===== src/sv/tss_pkg.sv =====
package tss_pkg;

  localparam int unsigned TDATA_W = 104;

  localparam logic KIND_DESC    = 1'b0;
  localparam logic KIND_SUMMARY = 1'b1;

  typedef struct packed {
    logic        item_kind;
    logic [15:0] section_type;
    logic [15:0] section_length;
    logic [31:0] body_offset;
    logic [15:0] section_index;
    logic [15:0] total_sections;
    logic        parse_status;
    logic        run_end;
  } result_t;

  typedef struct packed {
    logic push_first;
    logic push_second;
  } push_ctl_t;

endpackage


===== src/sv/tss_fifo.sv =====
module tss_fifo (
  input  logic              clk,
  input  logic              rst,
  input  tss_pkg::push_ctl_t push,
  input  tss_pkg::result_t  din0,
  input  tss_pkg::result_t  din1,
  input  logic              pop,
  output tss_pkg::result_t  dout,
  output logic              not_empty,
  output logic              room_two
);
  import tss_pkg::*;

  localparam int unsigned DEPTH = 4;
  localparam int unsigned AW    = $clog2(DEPTH);

  result_t         entry [DEPTH];
  logic [AW-1:0]   wr_ptr;
  logic [AW-1:0]   rd_ptr;
  logic [AW:0]     count;
  logic [AW-1:0]   wr_ptr_next;
  logic [AW:0]     count_next;
  logic [AW:0]     push_n;
  logic            do_pop;

  assign do_pop    = pop && not_empty;
  assign not_empty = (count != '0);
  assign room_two  = (count <= (AW+1)'(DEPTH - 2));
  assign dout      = entry[rd_ptr];

  // second entry is only written when the first one is
  always_comb begin
    push_n = (AW+1)'(push.push_first) + (AW+1)'(push.push_second);
    wr_ptr_next = wr_ptr + push_n[AW-1:0];
    count_next  = count + push_n - (AW+1)'(do_pop);
  end

  always_ff @(posedge clk) begin
    if (push.push_first) begin
      entry[wr_ptr] <= din0;
    end
    if (push.push_second) begin
      entry[wr_ptr + AW'(1)] <= din1;
    end
    if (rst) begin
      wr_ptr <= '0;
      rd_ptr <= '0;
      count  <= '0;
    end else begin
      wr_ptr <= wr_ptr_next;
      count  <= count_next;
      if (do_pop) begin
        rd_ptr <= rd_ptr + AW'(1);
      end
    end
  end

endmodule


===== src/sv/tlv_section_splitter.sv =====
// tlv section splitter
// takes one payload byte per transfer on the s_ channel, s_tlast on the final
// byte. each section is a big-endian 16-bit type, a 16-bit length and that many
// body bytes. when a body completes, a descriptor is emitted on the m_ channel
// (m_tuser = 0); the payload's last byte also emits a summary (m_tuser = 1)
// with the section count and an overrun flag, after any descriptor that byte
// completes. m_tlast marks the last result caused by one input byte.
// once max_sections sections are found, the rest of the payload is ignored.
// a result is written to the output fifo when its byte transfers and is shown on m_ from there.
// throughput: one byte per cycle while s_tready is high; results queue in a
// four-entry output fifo, and s_tready stays high while two entries are free,
// so a stalled receiver backs up into s_tready once three entries are occupied.
// a last byte that closes a section yields two results.
// reset clears the parser and the fifo and sets max_sections to 16; the parser
// also returns to its start state after each last byte. cfg_we writes
// max_sections; write it only while the block is idle.
module tlv_section_splitter (
  input  logic                      clk,
  input  logic                      rst,
  input  logic                      cfg_we,
  input  logic [15:0]               cfg_wdata,
  input  logic                      s_tvalid,
  output logic                      s_tready,
  input  logic [7:0]                s_tdata,   // [7:0] data_byte
  input  logic                      s_tlast,   // is_last
  output logic                      m_tvalid,
  input  logic                      m_tready,
  output logic [tss_pkg::TDATA_W-1:0] m_tdata, // [15:0] section_type,
                                               // [31:16] section_length,
                                               // [63:32] body_offset,
                                               // [79:64] section_index,
                                               // [95:80] total_sections,
                                               // [96] parse_status, rest zero
  output logic                      m_tuser,   // [0] item_kind
  output logic                      m_tlast    // run_end
);
  import tss_pkg::*;

  typedef enum logic [2:0] {
    PH_HDR0, PH_HDR1, PH_HDR2, PH_HDR3, PH_BODY, PH_STOP
  } phase_t;

  logic [15:0] max_sections;
  phase_t      phase;
  logic [23:0] header_hold;
  logic [15:0] body_left;
  logic [31:0] byte_offset;
  logic [31:0] body_start;
  logic [15:0] found_count;

  phase_t      phase_next;
  logic [23:0] header_hold_next;
  logic [15:0] body_left_next;
  logic [31:0] body_start_next;
  logic [15:0] found_count_next;
  phase_t      ph;
  logic        done;
  logic [15:0] dtype;
  logic [15:0] dlen;
  logic        accept;

  result_t   desc;
  result_t   summ;
  result_t   din0;
  push_ctl_t push;
  result_t   dout;
  logic      room_two;

  assign accept = s_tvalid && s_tready;

  always_comb begin
    phase_next       = phase;
    header_hold_next = header_hold;
    body_left_next   = body_left;
    body_start_next  = body_start;
    done  = 1'b0;
    dtype = '0;
    dlen  = '0;

    ph = phase;
    if (phase == PH_HDR0 && found_count >= max_sections) begin
      ph = PH_STOP;
    end
    phase_next = ph;

    if (ph < PH_HDR3) begin
      header_hold_next = {header_hold[15:0], s_tdata};
      phase_next       = phase_t'(ph + 3'd1);
    end else if (ph == PH_HDR3) begin
      dtype           = header_hold[23:8];
      dlen            = {header_hold[7:0], s_tdata};
      body_start_next = byte_offset + 32'd1;
      if (dlen == '0) begin
        done             = 1'b1;
        phase_next       = PH_HDR0;
        header_hold_next = '0;
      end else begin
        header_hold_next = {8'd0, dtype};
        body_left_next   = dlen;
        phase_next       = PH_BODY;
      end
    end else if (ph == PH_BODY) begin
      body_left_next = body_left - 16'd1;
      if (body_left_next == '0) begin
        dtype            = header_hold[15:0];
        dlen             = byte_offset[15:0] + 16'd1 - body_start[15:0];
        done             = 1'b1;
        phase_next       = PH_HDR0;
        header_hold_next = '0;
      end
    end

    found_count_next = found_count + 16'(done);

    desc                = '0;
    desc.item_kind      = KIND_DESC;
    desc.section_type   = dtype;
    desc.section_length = dlen;
    desc.body_offset    = body_start_next;
    desc.section_index  = found_count;
    desc.run_end        = !s_tlast;

    // an open body is never at zero bytes left, so body phase means overrun
    summ                = '0;
    summ.item_kind      = KIND_SUMMARY;
    summ.total_sections = found_count_next;
    summ.parse_status   = (phase_next == PH_BODY);
    summ.run_end        = 1'b1;

    din0              = done ? desc : summ;
    push.push_first   = accept && (done || s_tlast);
    push.push_second  = accept && done && s_tlast;
  end

  always_ff @(posedge clk) begin
    if (rst) begin
      max_sections <= 16'd16;
      phase        <= PH_HDR0;
      header_hold  <= '0;
      body_left    <= '0;
      byte_offset  <= '0;
      body_start   <= '0;
      found_count  <= '0;
    end else begin
      if (cfg_we) begin
        max_sections <= cfg_wdata;
      end
      if (accept) begin
        if (s_tlast) begin
          phase       <= PH_HDR0;
          header_hold <= '0;
          body_left   <= '0;
          byte_offset <= '0;
          body_start  <= '0;
          found_count <= '0;
        end else begin
          phase       <= phase_next;
          header_hold <= header_hold_next;
          body_left   <= body_left_next;
          byte_offset <= byte_offset + 32'd1;
          body_start  <= body_start_next;
          found_count <= found_count_next;
        end
      end
    end
  end

  tss_fifo u_fifo (
    .clk       (clk),
    .rst       (rst),
    .push      (push),
    .din0      (din0),
    .din1      (summ),
    .pop       (m_tready),
    .dout      (dout),
    .not_empty (m_tvalid),
    .room_two  (room_two)
  );

  assign s_tready = room_two;
  assign m_tuser  = dout.item_kind;
  assign m_tlast  = dout.run_end;
  assign m_tdata  = {7'd0, dout.parse_status, dout.total_sections, dout.section_index,
                     dout.body_offset, dout.section_length, dout.section_type};

endmodule


===== config.mk =====
export PLATFORM = sky130hd
export DESIGN_NAME = tlv_section_splitter
export DESIGN_NICKNAME = d
export VERILOG_FILES = /design/src/sv/tss_pkg.sv /design/src/sv/tss_fifo.sv /design/src/sv/tlv_section_splitter.sv
export SDC_FILE = /design/constraint.sdc
export NUM_CORES = 1
export LEC_CHECK = 0
export ABC_CLOCK_PERIOD_IN_PS = 7500
export BUFFER_PORTS_ARGS = -buffer_cell sky130_fd_sc_hd__buf_4
export CAP_MARGIN = 0
export CORE_UTILIZATION = 60
export DETAILED_ROUTE_END_ITERATION = 7
export GPL_TIMING_DRIVEN = 1
export PLACE_DENSITY = 0.79
export SLEW_MARGIN = 30
export SYNTH_ARGS = -nofsm -noshare
export SYNTH_HDL_FRONTEND = slang
export SYNTH_SLANG_ARGS = --single-unit

===== constraint.sdc =====
create_clock -name clk -period 7.5 [get_ports clk]
set_clock_uncertainty 0.2 [all_clocks]
set_input_delay 0.75 -clock clk [delete_from_list [all_inputs] [get_ports clk]]
set_output_delay 0.75 -clock clk [all_outputs]
set_load 0.005 [all_outputs]

==> out/qor.csv <==
stage,metric,value,unit
run_status,status,"complete, no violations",
yosys,netlist_area,24130,um^2
yosys,synth_cells,2243,
die,fp.dieW,202.6,um
grt,antenna_found_initial,0,
placed_design,post_dp_cell_area,25230,um^2
die,dieArea,41030,um^2
yosys,synth_mux_area_frac,0.1061,
layout,nets,2363,
drt,vias,18788,
yosys,synthXorXnorAreaFrac,0.02613,
yosys,synth_fa_ha_area_frac,0.03214,
drt,totalWireLength,63690,um
die,ioPinCount,138,
clock_tree,cts.sinks,544,
yosys,yosys.area.top_type,dfxtp_1,
grt,grt_start_max_net_pins,81,
sta,period_share,0.8649,
clock_tree,cts_tree,yes,
layout,final_common_cell,dfxtp_1,
grt,grt_util_all_layers,0.3067,
critical_path,startpoint_type,register,
clock_tree,insertion_delay,600,ps
yosys,synth_top_area_frac,0.3948,
layout,syn_to_final_growth,12.73,%
sta,tightestPinTransition,1008,ps
sta,worst_slack,1013,ps
drt,drt-vias-per-instance,6.620,
yosys,syn_area_per_cell,10.76,um^2
critical_path,critPathRequiredTime,7750,ps
yosys,synth_compound_area_frac,0.2079,
flow_run,max-cap-violations,0,
critical_path,path_class,reg2reg,
die,rows,73,
yosys,synth_top_family_by_area,compound AO/OA/AOI/OAI gates,
clock_tree,cts_setup_buffers,0,
placed_design,gp_congestion,0.8961,
drt,wire_per_inst,22.44,um
grt,grt-ovfl-total,0,
sta,fmax,154.2,MHz
layout,antenna_cells,0,
grt,grt_first_pass_wirelength,100300,um
die,coreArea,39730,um^2
clock_tree,clk_pin_slew,60,ps
die,initial_utilization,0.6074,
clock_tree,clockBufferDepth,3,
sta,maxSlewHeadroom,0.3264,
yosys,synth-simple-area-share,0.09912,
drt,drc,0,
yosys,synth_area_leaders,"dfxtp_1 39%, a22o_1 9.4%, mux4_2 9.2%",
clock_tree,cts_resized,0,
drt,drtAntennaViolNets,0,
layout,final_area,27210,um^2
yosys,synth_edf_count,68,
min_path,hp-class,in2reg,
drt,dr.pass1.iters,5,
clock_tree,cts_hold_buf,0,
yosys,ys_seq_elements,544,
critical_path,endpoint_kind,register,
layout,mostFrequentLayoutCells,"474 x dfxtp_1, 271 x nor2_1, 260 x a22o_1",
critical_path,path_max_fanout,11,
sta,slew_viol_final,0,
yosys,yosysWarnings,0,
drt,first_iter_violations,1791,
critical_path,reg2reg_slack,1010,ps
sta,finalSetupTns,0,ps
placed_design,io_buffers,130,
placed_design,place_ws,1223,ps
sta,hold_viol,0,
power,static-leakage-power,9.992,nW
yosys,async_reset_ff_frac,0,
critical_path,arrival,6740,ps
power,p_per_area,255.9,nW/um^2
sta,grt_setup_unrepaired,false,
power,ir_worst_vdd,189.3,uV
clock_tree,htreeDepth,2,
sta,hold_ws,192.1,ps
clock_tree,cts_buffers,53,
clock_tree,root_buffer,clkbuf_16,
power,total_power,0.006962,W
yosys,yosysSeqAreaShare,0.4794,
grt,grt_pass1_vias,18096,
layout,layout-drive-gt1-share,0.1669,
sta,setup_viol,0,
yosys,ys_types,75,
die,fp.dieH,202.6,um
sta,finalCriticalPeriod,6487,ps
yosys,yosys_most_used_dff,dfxtp_1,
placed_design,hpwl,40090,um
-- path summary, 6_finish.rpt --
| kind | from | end | depth (start not counted) |
|---|---|---|---|
| setup / recovery | found_count[10] | found_count[15] | 24 |
| hold / removal | cfg_wdata[12] | max_sections[12] | 3 |
| setup reg to reg | found_count[10] | found_count[15] | 24 |
| hold reg to reg | u_fifo.entry[1][76] | u_fifo.entry[1][76] | 1 |
-- area by class of cell --
cell class | instances | area [um^2]
multi-input combinational | 1446 | 11550
timing repair buffer | 162 | 1277
fill | 2865 | 12520
inverter | 66 | 247.7
clock inverter | 21 | 337.8
sequential | 544 | 11580
tap | 525 | 656.9
clock buffer | 74 | 1562
-- stage by stage --
step                utilization  instances
finish                   0.6848       2838
global route             0.6848       2838
CTS                      0.6828       2836
detailed placement       0.6350       2741
global placement         0.6334       2739
floorplan                     -       2249
-- flip-flops by register name, summed over array words and instances (netlist names), named ones only --
signal         count
body_left         16
max_sections      16
u_fifo.count       3
header_hold       24
u_fifo.entry     396
found_count       16
body_start        32
phase              3
byte_offset       32
u_fifo.rd_ptr      2
u_fifo.wr_ptr      2
-- critical path, cell delays in order (launching register included) --
cell	delay, ps
dfxtp_1	550
ha_1	340
a21oi_1	160
a21oi_1	80
o21ai_0	310
o21ai_0	280
or2_2	370
a21oi_1	150
ha_1	200
nand2_1	60
nor4b_1	310
o211ai_1	170
nor2_1	220
nand4_2	190
a21oi_4	380
ha_1	240
and3_1	260
and4_1	350
and3_1	350
and3_1	290
nand2_1	90
xor2_1	470
nor2_1	110
a21oi_1	160
nor2_1	60
-- synthesized netlist by cell type (4+ instances only) --
library cell / number
nor2_1: 277
nand2b_1: 11
inv_1: 62
edfxtp_1: 68
o2bb2ai_1: 78
dfxtp_1: 476
buf_4: 7
or3_1: 14
buf_6: 16
nor3_1: 34
buf_2: 48
nor4b_1: 4
nor4_1: 14
xnor2_1: 47
a211oi_1: 22
nor2b_1: 10
and3_1: 19
clkbuf_1: 105
nand3_1: 39
o21a_1: 10
o21ai_0: 54
ha_1: 58
and2_1: 6
nand2_1: 75
a21o_1: 8
a21oi_1: 72
buf_1: 15
a22o_1: 260
xor2_1: 25
nand4_1: 7
o211ai_1: 5
a22oi_1: 95
mux2i_1: 32
mux4_2: 99
a31oi_1: 7
-- power breakdown --
group          switching (W)  internal, W
registers          0.0000976      0.00302
clock network        0.00113      0.00176
logic               0.000561     0.000397
total                0.00179      0.00518
-- cell families (layout without fill, tap and decap cells) --
kind of cell               Yosys count  in the layout
AOI/OAI and AO/OA                  646            646
other                                1              7
DFF                                544            544
buffers and inverters              259            323
muxes                              132            132
and+or+nand+nor                    528            528
xor gates and xnor gates            72             72
adders and majority gates           61             61
-- layer usage --
metal | vias up | part of all wire | GRT usage
met3 | 137 | 0.080 | 0.04366
met1 | 9316 | 0.42 | 0.4204
li1 | 8446 | - | -
met5 | - | 0 | 0
met2 | 889 | 0.47 | 0.4930
met4 | 0 | 0.031 | 0.1176
Note: power is estimated with default switching activity, not from simulation.
